$ cat src/hdl/sialu_pkg.sv
// ----------------------------------------------------------------------------
// Signed integer ALU package
// Opcodes, the control word that travels beside the data, and shared sizes.
// ----------------------------------------------------------------------------
package sialu_pkg;

	localparam int WIDTH_DEF = 32;
	localparam int DATA_W    = 32;
	localparam int OP_W      = 4;
	localparam int FRAC_W    = 5;
	localparam int SHAMT_W   = 5;

	localparam logic [FRAC_W-1:0] FRAC_RESET = 5'd8;

	// Decimal base used by the times ten and divide by ten operations.
	localparam int DEC_BASE = 10;

	typedef enum logic [OP_W-1:0] {
		OP_ADD   = 4'd0,
		OP_SUB   = 4'd1,
		OP_NEG   = 4'd2,
		OP_MIN   = 4'd3,
		OP_MAX   = 4'd4,
		OP_EQ    = 4'd5,
		OP_GE    = 4'd6,
		OP_MUL   = 4'd7,
		OP_DIV   = 4'd8,
		OP_SHL   = 4'd9,
		OP_SHR   = 4'd10,
		OP_X10   = 4'd11,
		OP_DIV10 = 4'd12,
		OP_FXMUL = 4'd13,
		OP_FXDIV = 4'd14,
		OP_NONE  = 4'd15
	} op_t;

	// Control word carried along the pipeline with every operation.
	typedef struct packed {
		logic              valid;
		op_t               op;
		logic [FRAC_W-1:0] frac;
		logic              neg;     // sign to reapply to the chain result
		logic              direct;  // result already settled before the chain
	} ctrl_t;

endpackage

$ cat src/hdl/sialu_cell.sv
// ----------------------------------------------------------------------------
// Signed integer ALU chain cell
// One shift-add multiply step and one restoring divide step per cell.
// ----------------------------------------------------------------------------
module sialu_cell #(
	parameter int WIDTH = sialu_pkg::WIDTH_DEF
) (
	input  logic                          clk,
	input  logic                          arst_n,
	input  sialu_pkg::ctrl_t              ctrl_i,
	input  logic [sialu_pkg::DATA_W-1:0]  dres_i,
	input  logic [WIDTH-1:0]              acc_i,
	input  logic [WIDTH-1:0]              mc_i,
	input  logic [WIDTH-1:0]              mplier_i,
	input  logic [WIDTH-1:0]              rem_i,
	input  logic [WIDTH-1:0]              dvd_i,
	input  logic [WIDTH-1:0]              dvs_i,
	output sialu_pkg::ctrl_t              ctrl_o,
	output logic [sialu_pkg::DATA_W-1:0]  dres_o,
	output logic [WIDTH-1:0]              acc_o,
	output logic [WIDTH-1:0]              mc_o,
	output logic [WIDTH-1:0]              mplier_o,
	output logic [WIDTH-1:0]              rem_o,
	output logic [WIDTH-1:0]              dvd_o,
	output logic [WIDTH-1:0]              dvs_o
);

	logic                          valid_q;
	sialu_pkg::ctrl_t              ctrl_q;
	logic [sialu_pkg::DATA_W-1:0]  dres_q;
	logic [WIDTH-1:0]              acc_q, mc_q, mplier_q, rem_q, dvd_q, dvs_q;

	logic [WIDTH:0]                rem_sh, trial;
	logic                          qbit;

	// Bring down the next dividend bit and try the subtraction; a zero
	// divisor always succeeds, which yields an all-ones quotient.
	assign rem_sh = {rem_i, dvd_i[WIDTH-1]};
	assign trial  = rem_sh - {1'b0, dvs_i};
	assign qbit   = !trial[WIDTH];

	always_ff @(posedge clk or negedge arst_n) begin
		if (!arst_n) begin
			valid_q <= 1'b0;
		end else begin
			valid_q <= ctrl_i.valid;
		end
	end

	always_ff @(posedge clk) begin
		ctrl_q   <= ctrl_i;
		dres_q   <= dres_i;
		acc_q    <= acc_i + (mplier_i[0] ? mc_i : '0);
		mc_q     <= mc_i << 1;
		mplier_q <= mplier_i >> 1;
		rem_q    <= qbit ? trial[WIDTH-1:0] : rem_sh[WIDTH-1:0];
		dvd_q    <= {dvd_i[WIDTH-2:0], qbit};
		dvs_q    <= dvs_i;
	end

	always_comb begin
		ctrl_o       = ctrl_q;
		ctrl_o.valid = valid_q;
	end

	assign dres_o   = dres_q;
	assign acc_o    = acc_q;
	assign mc_o     = mc_q;
	assign mplier_o = mplier_q;
	assign rem_o    = rem_q;
	assign dvd_o    = dvd_q;
	assign dvs_o    = dvs_q;

endmodule

$ cat config.mk
export PLATFORM = sky130hd
export DESIGN_NAME = sialu_cell
export DESIGN_NICKNAME = d
export VERILOG_FILES = /design/src/hdl/sialu_pkg.sv /design/src/hdl/sialu_cell.sv
export SDC_FILE = /design/constraint.sdc
export NUM_CORES = 1
export LEC_CHECK = 0
export ABC_AREA = 1
export BUFFER_PORTS_ARGS = -buffer_cell sky130_fd_sc_hd__buf_4
export CAP_MARGIN = 20
export CORE_AREA = 2 2 182 184
export DETAILED_ROUTE_END_ITERATION = 16
export DIE_AREA = 0 0 184 186
export GPL_TIMING_DRIVEN = 0
export PLACE_DENSITY_LB_ADDON = 0.15
export SLEW_MARGIN = 10
export SYNTH_ARGS = -nofsm -noshare
export SYNTH_HDL_FRONTEND = slang
export SYNTH_SLANG_ARGS = --single-unit
$ cat constraint.sdc
create_clock -name clk -period 0.8 [get_ports clk]
set_input_delay 0.12 -clock clk [delete_from_list [all_inputs] [get_ports clk]]
set_output_delay 0.12 -clock clk [all_outputs]
set_load 0.1 [all_outputs]
==> impl_metrics.json <==
{
  "run_status": "finished, violations left",
  "violations": "hold timing, setup timing",
  "cts_root_buf": "clkbuf_16",
  "final_nets": 2423,
  "synthesis.area_um2": 10000,
  "drive_above_1_share_pct": 54.9,
  "synth_cell_types": 32,
  "p_leak_nw": 11.4,
  "gp_congestion": 0.940,
  "cts.sinks": 234,
  "ant_nets": 0,
  "maxCapViolCount": 0,
  "tns_ns": -121.77,
  "worstPathArrival_ns": 1.93,
  "final_cells": 2551,
  "cp-end-kind": "flop",
  "min_to": "mc_o[2]",
  "place_ws_ns": -1.32,
  "clk_pin_slew_ns": 0.06,
  "dp_hpwl_um": 31400,
  "drt_pass1_iterations": 5,
  "rsz0062_at_grt": "true",
  "fin_ws_ns": -0.705,
  "grt_max_degree": 14,
  "overflow": 0,
  "num_vias": 11800,
  "hold_class": "input pin to flop",
  "timing.hold.ws_ns": -0.293,
  "use_met2_pct": 49.7,
  "synth-edff-count": 0,
  "min_period_over_period_pct": 188,
  "wl_per_cell_um": 19.6,
  "die_h_um": 186,
  "grt-busiest-layer": "met2",
  "tritoncts": "built",
  "setup-violations-final": 297,
  "slew_violations": 0,
  "placed_cells": 2212,
  "io_buffers": 471,
  "layout_commonest_cell": "nand2_1",
  "grt_util_met3_pct": 6.61,
  "nFillCells": 2100,
  "fin_util_pct": 72.4,
  "wl_um": 50000,
  "pin_count": 474,
  "core_area_um2": 32200,
  "finalHoldViolCount": 11,
  "holdCritStartpoint": "mc_i[1]",
  "grt_pass1_vias": 12300,
  "first_iter_violations": 603,
  "seq_area_frac_synth_pct": 46.8,
  "initial_core_util_pct": 31.1,
  "power.density_nw_per_um2": 2110,
  "final_area_um2": 23300,
  "die_w_um": 184,
  "ys_async_sr_fraction_pct": 0.427,
  "remaining_drc_errors": 0,
  "critPathMaxFanout": 5,
  "ir_drop_mv": 1.82,
  "crit_type": "input pin to flop",
  "multi_input_area_um2": 6410,
  "synth_area_per_cell_um2": 7.52,
  "htreeDepth": 1,
  "clk_path_buf_depth": 3,
  "grtUsageTotal_pct": 27.2,
  "syn_to_final_growth_pct": 133,
  "cp_data_required_time_ns": 1.23,
  "placed_area_um2": 15000,
  "syn_inst": 1332,
  "ys_seq_elements": 234,
  "fin_crit_ns": 1.50,
  "synth_ff_type": "dfxtp_1",
  "grtUsageMet1_pct": 30.2,
  "layout_common_cells": "nand2_1, buf_4, buf_12, dfxtp_2, dlygate4sd3_1",
  "min_path_cells": 1,
  "std_cell_rows": 66,
  "antenna_found_initial": 2,
  "fp.dieArea_um2": 34200,
  "vias_per_cell": 4.64,
  "yosys_warnings": 0,
  "grt_pass1_wl_um": 70900,
  "regArea_um2": 4990,
  "numCtsBuffers": 27,
  "startpoint_type": "input pin",
  "fmax_mhz": 665
}
[kinds of logic after synthesis]
kind of cell	share of synthesized area, %
buffers and inverters	9.25
adder cells (fa/ha/maj)	8.26
flip-flops	46.8
AO/OA/AOI/OAI	6.07
XOR/XNOR	3.15
other	0.0374
AND/OR/NAND/NOR	26.4
[critical path, cell delays in order]
cell and delay, ns:
buf_4 0.11, inv_1 0.05, ha_2 0.33, nand2_2 0.13
nor2_2 0.05, nand2_1 0.12, inv_1 0.09, a21oi_4 0.24
nand2_4 0.09, nand2_4 0.09, nand2_8 0.07, buf_12 0.14
clkbuf_16 0.15, nand2_1 0.07, nand2_1 0.06
[cells in the mapped netlist, types with 5 or more instances]
library cell,number,share of area (%)
buf_6,5,0.56
nand4_1,13,0.81
nand3b_1,5,0.37
o21bai_1,9,0.67
a21o_1,6,0.45
nand2_1,473,18
xor2_1,33,2.9
ha_1,63,7.9
nand2_2,8,0.50
o21ai_0,23,1.1
inv_1,219,8.2
nand3_1,56,2.8
dfxtp_1,233,47
a21oi_1,65,3.2
nor2_1,71,2.7
nor3_1,16,0.80
[per-layer routing]
metal / up-vias / routed length [um]
met3: 122 / 3800
met4: 0 / 2270
met5: - / 0
met1: 5507 / 18500
met2: 524 / 25500
li1: 5683 / -
[repair_timing]
action,in CTS,in global routing
hold endpoints to repair,219,15
setup buffers,54,22
pin swaps,101,75
gates resized for setup,966,95
endpoints found under the setup margin,295,296
cloned,5,2
hold buffers,201,6
[sequential cells by signal, summed over array words and instances, names as in the netlist]
signal and count:
dres_o 32, dvd_o 32, valid_q 1, rem_o 32, mc_o 31, mplier_o 31, acc_o 32, dvs_o 32
ctrl_o 11
[where the power goes]
| group | switching [W] | internal (W) |
|---|---|---|
| Clock | 0.00533 | 0.00838 |
| Sequential | 0.000980 | 0.0130 |
| Combinational | 0.0132 | 0.00841 |
[area by class of cell]
class                      count  area share [%]
timing repair buffer         759            40.2
multi-input combinational    866            27.5
sequential                   234            21.4
inverter                     221            3.70
clock buffer                  37            3.31
tap                          408            2.19
clock inverter                13           0.880
buffer                        11           0.794
antenna                        2          0.0215
[per-stage QoR]
stage	power [W]	hold slack, ns
5_1_grt	0.0509	-0.308
3_3_place_gp	0.0290	-0.105
3_5_place_dp	0.0290	-0.103
6_report	0.0493	-0.293
2_1_floorplan	0.0250	-0.176
4_1_cts	0.0483	-0.337
[worst max-delay path by stage]
| stage | from | endpoint | slack [ns] |
|---|---|---|---|
| 6_report | dvs_i[24] | rem_o[9] | -0.70 |
| 5_1_grt | dvs_i[4] | rem_o[15] | -0.78 |
| 3_5_place_dp | dvd_i[31] | rem_o[16] | -1.32 |
| 4_1_cts | dvd_i[31] | rem_o[16] | -0.58 |
| 2_1_floorplan | dvd_i[31] | rem_o[2] | -0.89 |
| 3_3_place_gp | dvd_i[31] | rem_o[21] | -1.29 |
(Power assumes the default switching activity.)
