File: src/hdl/sialu_pkg.sv
// ----------------------------------------------------------------------------
// Signed integer ALU package
// Opcodes, the control word that travels beside the data, and shared sizes.
// ----------------------------------------------------------------------------
package sialu_pkg;

	localparam int WIDTH_DEF = 32;
	localparam int DATA_W    = 32;
	localparam int OP_W      = 4;
	localparam int FRAC_W    = 5;
	localparam int SHAMT_W   = 5;

	localparam logic [FRAC_W-1:0] FRAC_RESET = 5'd8;

	// Decimal base used by the times ten and divide by ten operations.
	localparam int DEC_BASE = 10;

	typedef enum logic [OP_W-1:0] {
		OP_ADD   = 4'd0,
		OP_SUB   = 4'd1,
		OP_NEG   = 4'd2,
		OP_MIN   = 4'd3,
		OP_MAX   = 4'd4,
		OP_EQ    = 4'd5,
		OP_GE    = 4'd6,
		OP_MUL   = 4'd7,
		OP_DIV   = 4'd8,
		OP_SHL   = 4'd9,
		OP_SHR   = 4'd10,
		OP_X10   = 4'd11,
		OP_DIV10 = 4'd12,
		OP_FXMUL = 4'd13,
		OP_FXDIV = 4'd14,
		OP_NONE  = 4'd15
	} op_t;

	// Control word carried along the pipeline with every operation.
	typedef struct packed {
		logic              valid;
		op_t               op;
		logic [FRAC_W-1:0] frac;
		logic              neg;     // sign to reapply to the chain result
		logic              direct;  // result already settled before the chain
	} ctrl_t;

endpackage

File: src/hdl/sialu_post.sv
// ----------------------------------------------------------------------------
// Signed integer ALU back end
// Reapplies signs to chain results, performs the fixed-point rescale and
// registers the final word.
// ----------------------------------------------------------------------------
module sialu_post #(
	parameter int WIDTH = sialu_pkg::WIDTH_DEF
) (
	input  logic                                 clk,
	input  logic                                 arst_n,
	input  sialu_pkg::ctrl_t                     ctrl_i,
	input  logic [sialu_pkg::DATA_W-1:0]         dres_i,
	input  logic [WIDTH-1:0]                     prod_i,
	input  logic [WIDTH-1:0]                     quot_i,
	output logic                                 done_o,
	output logic signed [sialu_pkg::DATA_W-1:0]  result_o
);

	logic v_s1, v_s2, v_s3, done_q;

	sialu_pkg::op_t                 op_s1, op_s2, op_s3;
	logic [sialu_pkg::FRAC_W-1:0]   f_s1, f_s2;
	logic                           direct_s1, direct_s2, direct_s3;
	logic [sialu_pkg::DATA_W-1:0]   dres_s1, dres_s2, dres_s3;
	logic [WIDTH-1:0]               val_s1;
	logic [sialu_pkg::DATA_W-1:0]   val_s2, val_s3;
	logic [WIDTH-1:0]               mag_s2, sh_s3;
	logic                           neg_s2, neg_s3;
	logic [WIDTH-1:0]               base_c, fx_c;
	logic [sialu_pkg::DATA_W-1:0]   result_q;

	always_comb begin
		unique case (ctrl_i.op)
			sialu_pkg::OP_MUL, sialu_pkg::OP_X10, sialu_pkg::OP_FXMUL: base_c = prod_i;
			default:                                                   base_c = quot_i;
		endcase
	end

	always_ff @(posedge clk or negedge arst_n) begin
		if (!arst_n) begin
			v_s1   <= 1'b0;
			v_s2   <= 1'b0;
			v_s3   <= 1'b0;
			done_q <= 1'b0;
		end else begin
			v_s1   <= ctrl_i.valid;
			v_s2   <= v_s1;
			v_s3   <= v_s2;
			done_q <= v_s3;
		end
	end

	always_ff @(posedge clk) begin
		op_s1     <= ctrl_i.op;
		f_s1      <= ctrl_i.frac;
		direct_s1 <= ctrl_i.direct;
		dres_s1   <= dres_i;
		val_s1    <= ctrl_i.neg ? (~base_c + WIDTH'(1)) : base_c;

		// Fixed-point multiply rescales the signed product by magnitude.
		op_s2     <= op_s1;
		f_s2      <= f_s1;
		direct_s2 <= direct_s1;
		dres_s2   <= dres_s1;
		val_s2    <= val_s1[sialu_pkg::DATA_W-1:0];
		neg_s2    <= val_s1[WIDTH-1];
		mag_s2    <= val_s1[WIDTH-1] ? (~val_s1 + WIDTH'(1)) : val_s1;

		op_s3     <= op_s2;
		direct_s3 <= direct_s2;
		dres_s3   <= dres_s2;
		val_s3    <= val_s2;
		neg_s3    <= neg_s2;
		sh_s3     <= mag_s2 >> f_s2;
	end

	assign fx_c = neg_s3 ? (~sh_s3 + WIDTH'(1)) : sh_s3;

	always_ff @(posedge clk) begin
		if (direct_s3) begin
			result_q <= dres_s3;
		end else if (op_s3 == sialu_pkg::OP_FXMUL) begin
			result_q <= fx_c[sialu_pkg::DATA_W-1:0];
		end else begin
			result_q <= val_s3;
		end
	end

	assign done_o   = done_q;
	assign result_o = result_q;

endmodule

File: config.mk
export PLATFORM = sky130hd
export DESIGN_NAME = sialu_post
export DESIGN_NICKNAME = d
export VERILOG_FILES = /design/src/hdl/sialu_pkg.sv /design/src/hdl/sialu_post.sv
export SDC_FILE = /design/constraint.sdc
export NUM_CORES = 1
export LEC_CHECK = 0
export BUFFER_PORTS_ARGS = -buffer_cell sky130_fd_sc_hd__buf_2
export CAP_MARGIN = 10
export CORE_AREA = 2 2 142 144
export CTS_CLUSTER_DIAMETER = 120
export CTS_CLUSTER_SIZE = 25
export DETAILED_ROUTE_END_ITERATION = 6
export DIE_AREA = 0 0 144 146
export GPL_TIMING_DRIVEN = 0
export PLACE_DENSITY = 0.78
export SYNTH_ARGS = -nofsm -noshare
export SYNTH_HDL_FRONTEND = slang
export SYNTH_SLANG_ARGS = --single-unit
File: constraint.sdc
create_clock -name clk -period 2.84 [get_ports clk]
set_input_delay 0.568 -clock clk [delete_from_list [all_inputs] [get_ports clk]]
set_output_delay 0.568 -clock clk [all_outputs]
set_load 0.03 [all_outputs]
==> results_dict.tcl <==
set metrics [dict create \
    synthXorXnorAreaFrac 0.0709 \
    layout.nets 1270 \
    worstPathArrival_ns 3.10 \
    num_rows 51 \
    power_density_nw_per_um2 752 \
    sequentialPowerShare 0.569 \
    synth_compound_area_frac 0.110 \
    tns_ns 0 \
    period_needed_ns 2.67 \
    overflow 0 \
    area_growth_pct 14.2 \
    vdd_ir_drop_max_mv 0.376 \
    switching_power_mw 2.64 \
    mostFrequentLayoutCell "dfxtp_1" \
    antenna_found_initial 0 \
    syn-num-nets 1109 \
    die_h_microns 146 \
    hold_violations 0 \
    cpPeakStageDelay_ns 0.35 \
    cts_buffers 16 \
    r2r_cells 6 \
    portBuffers 142 \
    place_area_sq_um 12000 \
    final_area_sq_um 12600 \
    required_ns 3.27 \
    cts_max_path_buffers 3 \
    io_pins 143 \
    path_cells "buf_2 -> nand4b_4 -> nand3_4 -> buf_6 -> mux2i_2 -> ha_1 -> inv_1 -> nor3_4 -> nand3_1 -> o31ai_1 -> xor2_1" \
    grt_first_pass_wirelength_microns 37900 \
    setup_ws_ns 0.169 \
    outcome "finished clean" \
    tightest_slew_ns 0.674 \
    reg2reg_slack_ns 0.21 \
    yosys.area_share.simple 0.107 \
    drc 0 \
    synth-edff-count 0 \
    start_util 0.569 \
    total_power_mw 9.44 \
    clock-sinks 316 \
    relSlewSlack 0.547 \
    critPathKind "input port to flip-flop" \
    worstHoldPathCells 1 \
    place_ws_ns -0.893 \
    fin_crit_sh 0.941 \
    drive_gt1_frac 0.203 \
    p_int_mw 6.81 \
    grt_pass1_vias 7216 \
    fmax_ghz 0.374 \
    cts_root_buf "clkbuf_16" \
    synth-main-ff-cell "dfxtp_1" \
    synthCells 996 \
    synth_top_family_by_area "multiplexers" \
    dieArea_sq_um 21000 \
    synth-seq-cells 316 \
    detail-route-antenna-nets 0 \
    p_leak_nw 5.18 \
    gp_congestion 0.916 \
    die_w_microns 144 \
    cts_max_level 1 \
    drt-initial-drc-count 435 \
    syn-cell-area_sq_um 11000 \
    grt_use_total 0.230 \
    coreArea_sq_um 19300 \
    crit_fanout 10 \
    wl_per_cell_microns 16.9 \
    mostFrequentLayoutCells "dfxtp_1, buf_2, nand2_1" \
    vias_per_cell 5.31 \
    p_clk_frac 0.252 \
    synth_fa_ha_area_frac 0.00341 \
    setup_viol 0 \
    drt_first_pass_iters 5 \
    final_util 0.650 \
    skew_ns 0.0162 \
    endpoint_kind "flip-flop" \
    syn_avg_cell_area_sq_um 11.0 \
    grt_max_degree 27 \
    maxCapViolCount 0 \
    drt_wl_total_microns 24100 \
    ys_async_sr_fraction 0.0127 \
    seq_area_frac_synth 0.577 \
    combPwrFrac 0.178 \
    antennaDiodeCount 0 \
    swShare 0.279 \
    place_hpwl_microns 18600 \
    cp-start-kind "input port" \
    yosysUniqueCellTypes 50 \
    drv_slew 0 \
    muxShareOfSynthArea 0.111 \
    insertion_delay_ns 0.51 \
    yosys_warnings 0 \
    min_path_type "input port to flip-flop" \
    vias 7556 \
    clk_pin_slew_ns 0.10 \
    postCtsSetupBuffers 0 \
    crit_slowest_cell "mux2i_2" \
    cts_tree "yes" \
]
[power by group through the flow]
| stage | combinational (mW) | clock (mW) | sequential (mW) |
|---|---|---|---|
| global placement | 1.63 | 0 | 5.45 |
| CTS | 1.66 | 2.45 | 5.36 |
| global route | 1.85 | 2.60 | 5.43 |
| floorplan | 1.09 | 0 | 5.42 |
| finish | 1.68 | 2.38 | 5.38 |
| detailed placement | 1.64 | 0 | 5.47 |
[layout make-up]
cell class,count,area (sq um)
well taps,265,332
repair buffers,143,721
clock buffers,18,429
multi-input cells,618,4480
fillers,1495,6770
plain buffers,49,199
flip-flops and latches,316,6350
inverters,13,48.8
clock inverters,1,11.3
[cells by family (layout without fill, tap and decap cells)]
group                    count (synthesis)  count (layout)
AO/OA/AOI/OAI                          198             198
XOR/XNOR                                89              89
adder cells (fa/ha/maj)                  3               3
buffers and inverters                   62             224
flip-flops                             316             316
multiplexers                           101             101
AND/OR/NAND/NOR                        227             227
[state kept, by name, summed over array words and instances (netlist names), 4 cells and up]
| signal | count |
|---|---|
| f_s2 | 5 |
| sh_s3 | 32 |
| dres_s1 | 32 |
| op_s3 | 4 |
| val_s3 | 31 |
| op_s2 | 4 |
| mag_s2 | 31 |
| dres_s2 | 32 |
| val_s1 | 32 |
| result_o | 32 |
| f_s1 | 5 |
| op_s1 | 4 |
| dres_s3 | 32 |
| val_s2 | 31 |
[synthesized netlist by cell type, types with 5 or more instances]
cell / count / share of area
a211oi_1: 19 / 0.013
a21o_1: 5 / 0.0034
a21oi_1: 32 / 0.015
a31oi_1: 8 / 0.0045
buf_1: 9 / 0.0031
clkbuf_1: 38 / 0.013
dfxtp_1: 312 / 0.57
inv_1: 12 / 0.0041
mux2_2: 24 / 0.025
mux2i_1: 63 / 0.057
mux4_2: 14 / 0.029
nand2_1: 90 / 0.031
nand2b_1: 11 / 0.0063
nand3_1: 11 / 0.0050
nand4_1: 7 / 0.0040
nor2_1: 40 / 0.014
nor2b_1: 12 / 0.0068
nor4_1: 6 / 0.0034
o21ai_0: 85 / 0.039
o22ai_1: 10 / 0.0057
o31ai_1: 26 / 0.018
o41ai_1: 8 / 0.0064
or2_2: 11 / 0.0063
or3_1: 8 / 0.0045
or4_1: 5 / 0.0034
xnor2_1: 49 / 0.039
xor2_1: 40 / 0.032
[timing repair]
| action | CTS | global route |
|---|---|---|
| pin swaps | 0 | 1 |
| endpoints found under the hold margin | 4 | 0 |
| hold buffers | 1 | 0 |
| gates resized for setup | 3 | 16 |
| setup endpoints to repair | 11 | 38 |
[layer usage]
layer | up-vias | wire length (microns) | global-route usage
met5 | - | 0 | 0
met4 | 0 | 931 | 0.0902
met3 | 51 | 1300 | 0.0299
met2 | 240 | 11400 | 0.387
met1 | 3475 | 10400 | 0.299
li1 | 3790 | - | -
[worst max-delay path: cells and delay by family]
family / cells / cell delay [ns]
compound gates: 1 / 0.35
buf+inv: 3 / 0.41
fa+ha+maj: 1 / 0.24
mux: 1 / 0.35
simple gates: 4 / 1.00
xor+xnor: 1 / 0.16
[worst paths after layout]
check                                   start                  to
setup / recovery                   ctrl_i[10]  val_s1[28]$_DFF_P_
hold / removal                      ctrl_i[4]     f_s1[2]$_DFF_P_
setup reg to reg           val_s1[13]$_DFF_P_  mag_s2[29]$_DFF_P_
hold reg to reg             val_s2[7]$_DFF_P_   val_s3[7]$_DFF_P_
max in group asynchronous              arst_n      v_s1$_DFF_PN0_
min in group asynchronous              arst_n    done_o$_DFF_PN0_
[through the flow]
stage	cells	hold slack (ns)
2_1_floorplan	996	0.272
3_3_place_gp	1403	0.310
3_5_place_dp	1403	0.312
4_1_cts	1423	0.139
5_1_grt	1423	0.136
6_report	1423	0.154
No activity file was read; power rests on OpenSTA's default activity.
