--- src/hdl/sialu_pkg.sv ---
// ----------------------------------------------------------------------------
// Signed integer ALU package
// Opcodes, the control word that travels beside the data, and shared sizes.
// ----------------------------------------------------------------------------
package sialu_pkg;

	localparam int WIDTH_DEF = 32;
	localparam int DATA_W    = 32;
	localparam int OP_W      = 4;
	localparam int FRAC_W    = 5;
	localparam int SHAMT_W   = 5;

	localparam logic [FRAC_W-1:0] FRAC_RESET = 5'd8;

	// Decimal base used by the times ten and divide by ten operations.
	localparam int DEC_BASE = 10;

	typedef enum logic [OP_W-1:0] {
		OP_ADD   = 4'd0,
		OP_SUB   = 4'd1,
		OP_NEG   = 4'd2,
		OP_MIN   = 4'd3,
		OP_MAX   = 4'd4,
		OP_EQ    = 4'd5,
		OP_GE    = 4'd6,
		OP_MUL   = 4'd7,
		OP_DIV   = 4'd8,
		OP_SHL   = 4'd9,
		OP_SHR   = 4'd10,
		OP_X10   = 4'd11,
		OP_DIV10 = 4'd12,
		OP_FXMUL = 4'd13,
		OP_FXDIV = 4'd14,
		OP_NONE  = 4'd15
	} op_t;

	// Control word carried along the pipeline with every operation.
	typedef struct packed {
		logic              valid;
		op_t               op;
		logic [FRAC_W-1:0] frac;
		logic              neg;     // sign to reapply to the chain result
		logic              direct;  // result already settled before the chain
	} ctrl_t;

endpackage

--- src/hdl/sialu_front.sv ---
// ----------------------------------------------------------------------------
// Signed integer ALU front end
// Captures the operation, settles the simple operations and the shifts, and
// prepares magnitudes and signs for the multiply and divide cell chain.
// ----------------------------------------------------------------------------
module sialu_front #(
	parameter int WIDTH = sialu_pkg::WIDTH_DEF
) (
	input  logic                                 clk,
	input  logic                                 arst_n,
	input  logic                                 take,
	input  logic [sialu_pkg::OP_W-1:0]           op_in,
	input  logic signed [sialu_pkg::DATA_W-1:0]  a_in,
	input  logic signed [sialu_pkg::DATA_W-1:0]  b_in,
	input  logic [sialu_pkg::SHAMT_W-1:0]        shamt_in,
	input  logic [sialu_pkg::FRAC_W-1:0]         frac_in,
	output sialu_pkg::ctrl_t                     ctrl_o,
	output logic [sialu_pkg::DATA_W-1:0]         dres_o,
	output logic [WIDTH-1:0]                     mc_o,
	output logic [WIDTH-1:0]                     mplier_o,
	output logic [WIDTH-1:0]                     dvd_o,
	output logic [WIDTH-1:0]                     dvs_o
);

	logic v_s1, v_s2, v_s3, v_s4, v_s5;

	sialu_pkg::op_t                  op_s1, op_s2, op_s3, op_s4;
	logic [WIDTH-1:0]                a_s1, b_s1;
	logic [sialu_pkg::SHAMT_W-1:0]   sh_s1;
	logic [sialu_pkg::FRAC_W-1:0]    f_s1, f_s2, f_s3, f_s4;

	logic [sialu_pkg::DATA_W-1:0]    simple_s2, simple_s3;
	logic [WIDTH-1:0]                mag_a_s2, mag_a_s3, mag_a_s4;
	logic [WIDTH-1:0]                mag_b_s2, mag_b_s3, mag_b_s4;
	logic                            neg_a_s2, neg_a_s3, neg_a_s4;
	logic                            neg_b_s2, neg_b_s3, neg_b_s4;
	logic [sialu_pkg::SHAMT_W-1:0]   sh_s2;
	logic [WIDTH-1:0]                shl_s3, shr_s3;
	logic [WIDTH-1:0]                x_s4;
	logic [sialu_pkg::DATA_W-1:0]    dres_s4;

	sialu_pkg::ctrl_t                ctrl_s5;
	logic [sialu_pkg::DATA_W-1:0]    dres_s5;
	logic [WIDTH-1:0]                mc_s5, mplier_s5, dvd_s5, dvs_s5;

	logic                            ge_c;
	logic [WIDTH-1:0]                simple_c;
	logic [WIDTH-1:0]                shl_neg_c, shr_neg_c;
	logic [WIDTH-1:0]                mag_x_c;
	logic                            neg_x_c;

	always_ff @(posedge clk or negedge arst_n) begin
		if (!arst_n) begin
			v_s1 <= 1'b0;
			v_s2 <= 1'b0;
			v_s3 <= 1'b0;
			v_s4 <= 1'b0;
			v_s5 <= 1'b0;
		end else begin
			v_s1 <= take;
			v_s2 <= v_s1;
			v_s3 <= v_s2;
			v_s4 <= v_s3;
			v_s5 <= v_s4;
		end
	end

	// Stage 1: capture, operands sign-extended to the working width.
	always_ff @(posedge clk) begin
		op_s1 <= sialu_pkg::op_t'(op_in);
		a_s1  <= WIDTH'(a_in);
		b_s1  <= WIDTH'(b_in);
		sh_s1 <= shamt_in;
		f_s1  <= frac_in;
	end

	// Signed greater-or-equal: differing signs decide, else unsigned order.
	always_comb begin
		if (a_s1[WIDTH-1] != b_s1[WIDTH-1]) begin
			ge_c = b_s1[WIDTH-1];
		end else begin
			ge_c = (a_s1 >= b_s1);
		end
		unique case (op_s1)
			sialu_pkg::OP_ADD: simple_c = a_s1 + b_s1;
			sialu_pkg::OP_SUB: simple_c = a_s1 - b_s1;
			sialu_pkg::OP_NEG: simple_c = ~a_s1 + WIDTH'(1);
			sialu_pkg::OP_MIN: simple_c = ge_c ? b_s1 : a_s1;
			sialu_pkg::OP_MAX: simple_c = ge_c ? a_s1 : b_s1;
			sialu_pkg::OP_EQ:  simple_c = WIDTH'(a_s1 == b_s1);
			sialu_pkg::OP_GE:  simple_c = WIDTH'(ge_c);
			default:           simple_c = '0;
		endcase
	end

	// Stage 2: simple results, magnitudes and signs.
	always_ff @(posedge clk) begin
		op_s2     <= op_s1;
		f_s2      <= f_s1;
		simple_s2 <= simple_c[sialu_pkg::DATA_W-1:0];
		neg_a_s2  <= a_s1[WIDTH-1];
		neg_b_s2  <= b_s1[WIDTH-1];
		mag_a_s2  <= a_s1[WIDTH-1] ? (~a_s1 + WIDTH'(1)) : a_s1;
		mag_b_s2  <= b_s1[WIDTH-1] ? (~b_s1 + WIDTH'(1)) : b_s1;
		sh_s2     <= (op_s1 == sialu_pkg::OP_FXDIV) ? f_s1 : sh_s1;
	end

	// Stage 3: magnitude shifts.
	always_ff @(posedge clk) begin
		op_s3     <= op_s2;
		f_s3      <= f_s2;
		simple_s3 <= simple_s2;
		neg_a_s3  <= neg_a_s2;
		neg_b_s3  <= neg_b_s2;
		mag_a_s3  <= mag_a_s2;
		mag_b_s3  <= mag_b_s2;
		shl_s3    <= mag_a_s2 << sh_s2;
		shr_s3    <= mag_a_s2 >> sh_s2;
	end

	assign shl_neg_c = neg_a_s3 ? (~shl_s3 + WIDTH'(1)) : shl_s3;
	assign shr_neg_c = neg_a_s3 ? (~shr_s3 + WIDTH'(1)) : shr_s3;

	// Stage 4: sign reapplied to the shifted magnitudes.
	always_ff @(posedge clk) begin
		op_s4    <= op_s3;
		f_s4     <= f_s3;
		neg_a_s4 <= neg_a_s3;
		neg_b_s4 <= neg_b_s3;
		mag_a_s4 <= mag_a_s3;
		mag_b_s4 <= mag_b_s3;
		x_s4     <= shl_neg_c;
		unique case (op_s3)
			sialu_pkg::OP_SHL: dres_s4 <= shl_neg_c[sialu_pkg::DATA_W-1:0];
			sialu_pkg::OP_SHR: dres_s4 <= shr_neg_c[sialu_pkg::DATA_W-1:0];
			default:           dres_s4 <= simple_s3;
		endcase
	end

	// The fixed-point dividend is the signed shifted word, so take its
	// magnitude afresh.
	assign neg_x_c = x_s4[WIDTH-1];
	assign mag_x_c = neg_x_c ? (~x_s4 + WIDTH'(1)) : x_s4;

	// Stage 5: operands for the cell chain.
	always_ff @(posedge clk) begin
		ctrl_s5.valid  <= v_s4;
		ctrl_s5.op     <= op_s4;
		ctrl_s5.frac   <= f_s4;
		dres_s5        <= dres_s4;
		mc_s5          <= mag_a_s4;
		mplier_s5      <= (op_s4 == sialu_pkg::OP_X10) ? WIDTH'(sialu_pkg::DEC_BASE) : mag_b_s4;
		dvd_s5         <= (op_s4 == sialu_pkg::OP_FXDIV) ? mag_x_c : mag_a_s4;
		dvs_s5         <= (op_s4 == sialu_pkg::OP_DIV10) ? WIDTH'(sialu_pkg::DEC_BASE) : mag_b_s4;
		unique case (op_s4)
			sialu_pkg::OP_MUL, sialu_pkg::OP_DIV, sialu_pkg::OP_FXMUL: begin
				ctrl_s5.neg    <= neg_a_s4 ^ neg_b_s4;
				ctrl_s5.direct <= 1'b0;
			end
			sialu_pkg::OP_X10, sialu_pkg::OP_DIV10: begin
				ctrl_s5.neg    <= neg_a_s4;
				ctrl_s5.direct <= 1'b0;
			end
			sialu_pkg::OP_FXDIV: begin
				ctrl_s5.neg    <= neg_x_c ^ neg_b_s4;
				ctrl_s5.direct <= 1'b0;
			end
			default: begin
				ctrl_s5.neg    <= 1'b0;
				ctrl_s5.direct <= 1'b1;
			end
		endcase
	end

	always_comb begin
		ctrl_o       = ctrl_s5;
		ctrl_o.valid = v_s5;
	end

	assign dres_o   = dres_s5;
	assign mc_o     = mc_s5;
	assign mplier_o = mplier_s5;
	assign dvd_o    = dvd_s5;
	assign dvs_o    = dvs_s5;

endmodule

--- config.mk ---
export PLATFORM = sky130hd
export DESIGN_NAME = sialu_front
export DESIGN_NICKNAME = d
export VERILOG_FILES = /design/src/hdl/sialu_pkg.sv /design/src/hdl/sialu_front.sv
export SDC_FILE = /design/constraint.sdc
export NUM_CORES = 1
export LEC_CHECK = 0
export BUFFER_PORTS_ARGS = -buffer_cell sky130_fd_sc_hd__buf_2
export CAP_MARGIN = 5
export CORE_MARGIN = 10
export CORE_UTILIZATION = 25
export DETAILED_ROUTE_END_ITERATION = 7
export PLACE_DENSITY = 0.51
export SLEW_MARGIN = 20
export SYNTH_ARGS = -nofsm -noshare
export SYNTH_HDL_FRONTEND = slang
export SYNTH_SLANG_ARGS = --single-unit
export TNS_END_PERCENT = 20
--- constraint.sdc ---
create_clock -name clk -period 3.85 [get_ports clk]
set_input_delay 0.385 -clock clk [delete_from_list [all_inputs] [get_ports clk]]
set_output_delay 0.385 -clock clk [all_outputs]
set_load 0.01 [all_outputs]
==> out/qor.csv, run 1 <==
metric;value;unit
max_freq;275;MHz
root_buffer;clkbuf_16;
drtIter0Drc;1664;
syn_area_per_cell;9.82;µm²
path_max_fanout;6;
fill_cells;10600;
slew_headroom;30.1;%
grt_overflow;0;
min_period;3630;ps
vias;20500;
ys_ff_latch;676;
first_global_vias;20300;
vias_per_cell;4.62;
powerDensity;570;nW/µm²
p_total;18500;µW
p_leak;0.0135;µW
crit_type;flip-flop to flip-flop;
tightest_slew;1050;ps
slew_violations;0;
dieHeight;340;µm
setup_tns;0;ps
post_route_cells_drive_above_1_share;18.4;%
rsz0062_at_grt;no;
status;complete, no violations;
drtAntennaViolNets;0;
synthDistinctLibCells;84;
yosysWarnings;0;
antenna_found_initial;9;
finalWorstSetupSlack;220;ps
syn_nets;2755;
grt_pass1_wl;134000;µm
drt_pass1_iterations;7;
synth_seq_area_share;53.1;%
start_util;25.1;%
io_pins;253;
clk_pin_slew;60;ps
synth_top_area_share;52.6;%
grt_max_degree;77;
synth_top_cell_by_area;dfxtp_1;
cts_max_path_buffers;3;
htree_levels;3;
setup_viol;0;
fp.dieW;340;µm
synthCells;2602;
worst_setup_path_end_kind;flip-flop;
grt_usage;15.2;%
rows;117;
synthArstFlopShare;0.740;%
cts_tree;yes;
netlist_area;25500;µm²
peakVddDrop;283;µV
routabilityCongestion;0.920;
clk_latency;650;ps
cp.arrival;4150;ps
cts_made_buffers;76;
wl_per_cell;20.7;µm
io_buffers;252;
yosysMostFrequentCell;dfxtp_1;
cp.required;4370;ps
cp-start-kind;flip-flop;
hpwl;72800;µm
core;102000;µm²
cts.sinks;676;
hold_path.class;input port to async pin;
regToRegSetupSlack;220;ps
synthToLayoutAreaGrowth;27.1;%
yosys-top-cells-area;dfxtp_1, xnor2_1, o21ai_0;
synth_edf_count;0;
nets;3160;
wirelength;91700;µm
drc_errors;0;
place_ws;85.2;ps
finalHoldViolCount;0;
dieArea;115000;µm²
synthFlopType;dfxtp_1;
finalCritPeriodShare;94.3;%
synthTopCellsByCount;dfxtp_1, o21ai_0, nor2_1;
drv_cap;0;
finalClockSkew;25.2;ps
layout make-up:
cell class	count	area [µm²]	share of cell area (%)
clock buffer	101	2150	6.62
clock inverter	30	454	1.40
inverter	84	315	0.971
tap	1368	1710	5.27
sequential	676	13600	41.8
timing repair buffer	461	3030	9.34
multi-input combinational	1708	11200	34.6
antenna	4	10.0	0.0308
layout by cell type (no fill, tap or decap), types with 32 or more instances in the layout:
master / instances
nand2b_1: 56
nand2_1: 182
xor2_1: 62
ha_1: 70
a21oi_1: 145
o21ai_0: 205
and2_1: 43
clkbuf_16: 77
o31ai_1: 37
buf_2: 252
inv_1: 81
buf_4: 129
nor3_1: 35
xnor2_1: 119
dlygate4sd3_1: 80
nor2_1: 192
nor2b_1: 50
o22ai_1: 32
or3_1: 39
dfxtp_1: 665
mux2i_1: 78
cell families (layout without fill, tap and decap cells):
family          after synthesis  in the layout  share of synthesized area (%)
compound gates              649            649                           16.1
simple gates                713            713                           13.9
buf+inv                     218            676                           3.23
mux                          92             92                           3.85
fa+ha+maj                    73             73                           3.62
flops                       676            676                           53.1
other cells                   0              4                              0
xor+xnor                    181            181                           6.21
critical path, stage by stage, from the launching register on:
cell,delay [ps]
dfxtp_1,500
inv_1,110
ha_1,230
inv_1,70
fa_1,180
a21oi_1,100
o22a_1,260
a21oi_1,210
o2111ai_1,210
a31oi_2,340
mux2i_1,370
buf_4,190
or2_0,210
buf_4,170
a31oi_1,80
a221o_1,270
metal layers:
metal	up-vias	wire length (µm)	track usage, %
met4	0	3490	6.41
met1	9792	38800	18.8
met5	-	0	0
met2	614	44700	26.2
li1	9926	-	-
met3	145	4670	2.42
report_power, final:
| group | internal [µW] | switching [µW] |
|---|---|---|
| registers | 7770 | 537 |
| clock network | 4440 | 3020 |
| logic | 1120 | 1620 |
| total | 13300 | 5180 |
stage by stage:
| step | hold WS, ps | area, µm² | util (%) | std cells |
|---|---|---|---|---|
| after global placement | 199 | 29000 | 28.5 | 4217 |
| after CTS | 66.3 | 32400 | 31.9 | 4428 |
| after floorplan | 89.4 | 25500 | - | 2602 |
| final | 98.9 | 32500 | 31.9 | 4432 |
| after detailed placement | 203 | 29000 | 28.5 | 4217 |
| after global routing | 98.4 | 32500 | 31.9 | 4431 |
final timing paths:
check | startpoint | end | depth (start not counted)
worst min register to register | dres_s4[0] | dres_o[0] | 0
worst min-delay path | arst_n | v_s1 | 2
worst max-delay path | a_s1[0] | simple_s2[17] | 15
min in group clk | dres_s4[0] | dres_o[0] | 0
worst max register to register | a_s1[0] | simple_s2[17] | 15
max in group asynchronous | arst_n | v_s3 | 2
repair_timing:
action,in CTS,in global routing
gates resized for setup,0,9
buffers inserted,0,0
endpoints found under the hold margin,84,0
hold buffers,80,0
endpoints found under the setup margin,0,29
Power figures use the tool's default switching activity.
==> run 2, diff against run 1 <==
Clock period 3.85 ns to 4.34 ns, I/O delays scaled along.
==> run 2 against run 1 <==
Compared with the run above: flip-flop and latch count unchanged; first-iteration DRC count decreased by 8.7%; global-route usage decreased by 0.40 points; sequential power decreased by 11%; count of clock-buffer cells in the layout decreased by 5; worst setup slack improved by 270 ps; total power decreased by 14%; core utilization decreased by 0.53 points; cell count decreased by 1.1%; fmax decreased by 5.7%; clock skew increased by 13 ps; via count decreased by 1.4%; critical path type unchanged; highest routed layer unchanged.
==> out/qor.csv, run 2 (synthesis results as in run 1) <==
metric;value;unit
peakVddDrop;266;µV
wl_per_cell;20.3;µm
hold_path_startpoint;a_in[21];
status;complete, no violations;
post_route_cells_drive_above_1_share;17.0;%
drv_cap;0;
grt_max_degree;67;
hold_path.class;input port to flip-flop;
layout_commonest_cell;dfxtp_1;
hpwl;71100;µm
grt_pass1_wl;130000;µm
worst_setup_path_end_kind;flip-flop;
final_cell_mix;dfxtp_1, buf_2, o21ai_0;
rows;117;
clk_latency;660;ps
drtAntennaViolNets;0;
slew_violations;0;
setup_tns;0;ps
dieHeight;340;µm
vias;20200;
core;102000;µm²
cts_max_path_buffers;3;
p_leak;0.0132;µW
io_pins;253;
drt_pass1_iterations;8;
wirelength;89100;µm
max_freq;260;MHz
tightest_slew;922;ps
cts.sinks;676;
reg2reg_to;simple_s2[6];
cp-start-kind;flip-flop;
regToRegSetupSlack;490;ps
first_global_vias;19900;
root_buffer;clkbuf_16;
drtIter0Drc;1519;
placedCellCount;4177;
dieArea;115000;µm²
start_util;25.1;%
path_max_fanout;15;
grt_overflow;0;
drc_errors;0;
setup_viol;0;
cp.arrival;4340;ps
crit_type;flip-flop to flip-flop;
nets;3113;
holdPathStages;1;
rsz0062_at_grt;no;
powerDensity;499;nW/µm²
grt_usage;14.8;%
io_buffers;252;
finalClockSkew;38.2;ps
min_period;3850;ps
synthToLayoutAreaGrowth;24.9;%
clk_pin_slew;60;ps
fp.dieW;340;µm
finalHoldViolCount;0;
finalCritPeriodShare;88.7;%
dpl_cell_area;28700;µm²
cp.required;4840;ps
cts_tree;yes;
htree_levels;3;
final_area;31900;µm²
ff2ff_path_depth;13;
routabilityCongestion;0.947;
r2r_start;a_s1[18];
slew_headroom;38.6;%
vias_per_cell;4.61;
min_to;a_s1[21];
layout.cells.non_filler;4382;
antenna_found_initial;11;
post_cts_buffers;0;
cts_made_buffers;72;
-- run 2: changes by cell type in the layout (fill, tap and decap cells not counted), sizes merged --
cell | before | now
clkbuf | 101 | 96
clkinvlp | 3 | 4
buf | 381 | 341
dlygate4sd3 | 80 | 77
bufinv | 7 | 2
clkinv | 13 | 22
inv | 91 | 86
diode | 4 | 2
-- run 2: repair_timing --
| action | in CTS | in global routing |
|---|---|---|
| endpoints found under the setup margin | 0 | 7 |
| resized for setup | 0 | 1 |
| hold buffers | 77 | 0 |
| endpoints found under the hold margin | 81 | 0 |
-- run 2: per-layer routing --
| metal | vias to the layer above | global-route usage, % | wire length [µm] |
|---|---|---|---|
| li1 | 9820 | - | - |
| met2 | 535 | 25.6 | 43600 |
| met3 | 129 | 2.06 | 3820 |
| met1 | 9716 | 18.6 | 38800 |
| met4 | 0 | 5.57 | 2920 |
| met5 | - | 0 | 0 |
-- run 2: through the flow --
stage	power (µW)	setup WS (ps)	hold slack [ps]	utilization (%)
floorplan	8730	1020	138	-
global placement	9840	583	248	28.3
detailed placement	9830	351	254	28.3
CTS	16100	330	18.1	31.4
global route	16600	100	31.5	31.4
finish	15900	491	38.8	31.4
-- run 2: area by class of cell --
class | instances | area (µm²)
diodes | 2 | 5.00
clock buffers | 96 | 2070
clock inverters | 30 | 348
fillers | 10600 | 69700
inverters | 84 | 315
multi-input cells | 1708 | 11200
flip-flops and latches | 676 | 13600
well taps | 1368 | 1710
repair buffers | 418 | 2710
-- run 2: worst max path at each step --
stage | from | to | slack (ps) | cells past startpoint
after floorplan | b_s1[21] | simple_s2[27] | 1020 | 13
after detailed placement | a_s1[11] | simple_s2[6] | 350 | 13
final | a_s1[18] | simple_s2[6] | 490 | 13
after global placement | a_s1[11] | simple_s2[6] | 580 | 13
after CTS | a_s1[11] | simple_s2[6] | 330 | 13
after global routing | a_s1[18] | simple_s2[6] | 100 | 13
-- run 2: where the power goes --
group	total (µW)	internal [µW]	switching [µW]	leakage (µW)
logic	2360	959	1400	0.00636
clock network	6180	3530	2650	0.00118
registers	7380	6890	489	0.00569
-- run 2: worst max-delay path, stage by stage (launching register included) --
cell and delay (ps):
dfxtp_1 420, ha_1 440, nand4_1 250, nor4_2 400, nor4b_1 340, buf_4 200, nor3_1 50, a31oi_1 190
buf_4 150, mux2i_1 290, nor2_1 190, buf_4 290, a22oi_1 310, o311ai_0 190
==> run 3, diff against run 2 <==
Settings changed: CELL_PAD_IN_SITES_DETAIL_PLACEMENT set to 1, CELL_PAD_IN_SITES_GLOBAL_PLACEMENT set to 2, PLACE_DENSITY 0.51 to 0.68.
==> run 3 against run 2 <==
Compared with the run above: via count increased by 0.85%; highest routed layer unchanged; combinational power grew 4%; clock skew is 9.7 ps lower; global-route usage increased by 1.3 points; flip-flop and latch count is the same; cell count up 0.11%; die area unchanged; routed wire length up 8.5%; fmax fell by 4.2%; final area up 0.22%.
==> out/qor.csv, run 3 (synthesis results as in run 1) <==
metric;value;unit
worst_setup_path_end_kind;flip-flop;
holdPathStages;1;
post_cts_buffers;0;
cts_max_path_buffers;3;
post_route_cells_drive_above_1_share;17.0;%
synthToLayoutAreaGrowth;25.2;%
peakVddDrop;250;µV
slew_headroom;34.3;%
drt_pass1_iterations;5;
rows;117;
cp-start-kind;flip-flop;
finalCritPeriodShare;92.6;%
grt_usage;16.2;%
hold_path_startpoint;a_in[17];
root_buffer;clkbuf_16;
cp.required;4860;ps
top_layer;met4;
vias;20400;
vias_per_cell;4.64;
placedCellCount;4172;
clk_pin_slew;50;ps
antenna_found_initial;13;
finalHoldViolCount;0;
max_freq;249;MHz
htree_levels;3;
io_pins;253;
first_global_vias;20900;
ff2ff_path_depth;12;
whs;36.1;ps
status;complete, no violations;
cts_made_buffers;77;
wl_met2;46800;µm
io_buffers;252;
hold_path.class;input port to flip-flop;
wl_per_cell;22.0;µm
clk_latency;650;ps
p_leak;0.0133;µW
tightest_slew;985;ps
finalClockSkew;28.5;ps
rsz0062_at_grt;no;
wirelength;96700;µm
fp.dieW;340;µm
drv_cap;0;
cp.arrival;4540;ps
dieArea;115000;µm²
fill_cells;11700;
setup_tns;0;ps
crit_start;b_s1[21];
core;102000;µm²
slew_violations;0;
grt_max_degree;77;
setup_viol;0;
nets;3112;
wl_met1;43200;µm
grt_pass1_wl;141000;µm
dieHeight;340;µm
wl_met3;4550;µm
final_cell_mix;dfxtp_1, buf_2, o21ai_0;
cts.sinks;676;
grt_overflow;0;
cts_tree;yes;
drtIter0Drc;1248;
drtAntennaViolNets;0;
start_util;25.1;%
hpwl;77100;µm
layout_commonest_cell;dfxtp_1;
r2r_start;b_s1[21];
drc_errors;0;
path_max_fanout;29;
layout.cells.non_filler;4387;
crit_type;flip-flop to flip-flop;
min_period;4020;ps
powerDensity;508;nW/µm²
routabilityCongestion;0.889;
## run 3: cell types whose count changed in the layout (fill, tap and decap cells not counted), moves of 2 or more
cell	change
buf_4	-5
clkbuf_8	-2
clkbuf_1	+7
clkbuf_16	+5
## run 3: power breakdown
part           leakage [µW]  internal, µW  switching, µW  total [µW]
Sequential          0.00569          6890            477        7370
Clock               0.00124          3760           2670        6430
Combinational       0.00633           959           1490        2450
Total                0.0133         11600           4640       16200
## run 3: worst max-delay path, cell delays in order (launching register included)
cell      delay, ps
dfxtp_1         330
inv_1            40
ha_1            460
nand4_1         270
nor4_1          400
nor4b_1         490
nor3_1          100
a31oi_1         370
mux2i_1         500
nor2_1           80
buf_4           260
a222oi_1        480
nand2_1          90
## run 3: final timing paths
check,slack (ps),endpoint
min in group asynchronous,140,v_s2
worst min-delay path,40,a_s1[17]
worst min register to register,320,mag_a_s4[12]
worst max register to register,320,simple_s2[11]
worst max-delay path,320,simple_s2[11]
max in group asynchronous,4070,v_s4
## run 3: cell type report
type / instances / area (µm²) / area share, %
Timing Repair Buffer: 412 / 2670 / 8.33
Antenna cell: 2 / 5.00 / 0.0156
Multi-Input combinational cell: 1708 / 11200 / 34.9
Tap cell: 1368 / 1710 / 5.35
Sequential cell: 676 / 13600 / 42.4
Clock inverter: 31 / 344 / 1.08
Clock buffer: 106 / 2200 / 6.87
Inverter: 84 / 315 / 0.986
## run 3: metal layers
metal  up-vias  track usage [%]
met3       115             2.62
met1      9953             20.9
met4         0             4.63
li1       9819                -
met5         -                0
met2       485             27.5
## run 3: repair_timing
item                                   4_1_cts  5_1_grt
setup endpoints to repair                    0        0
endpoints found under the hold margin       80        0
resized for setup                            0        0
hold buffers                                76        0
## run 3: stage by stage
stage / power (µW) / utilization (%) / area [µm²] / setup slack (ps)
final: 16200 / 31.5 / 32000 / 320
after global routing: 17000 / 31.5 / 32000 / 1.26
after CTS: 16500 / 31.5 / 32000 / 326
after detailed placement: 9910 / 28.2 / 28700 / 340
after global placement: 9900 / 28.2 / 28700 / 353
after floorplan: 8730 / - / 25500 / 1020
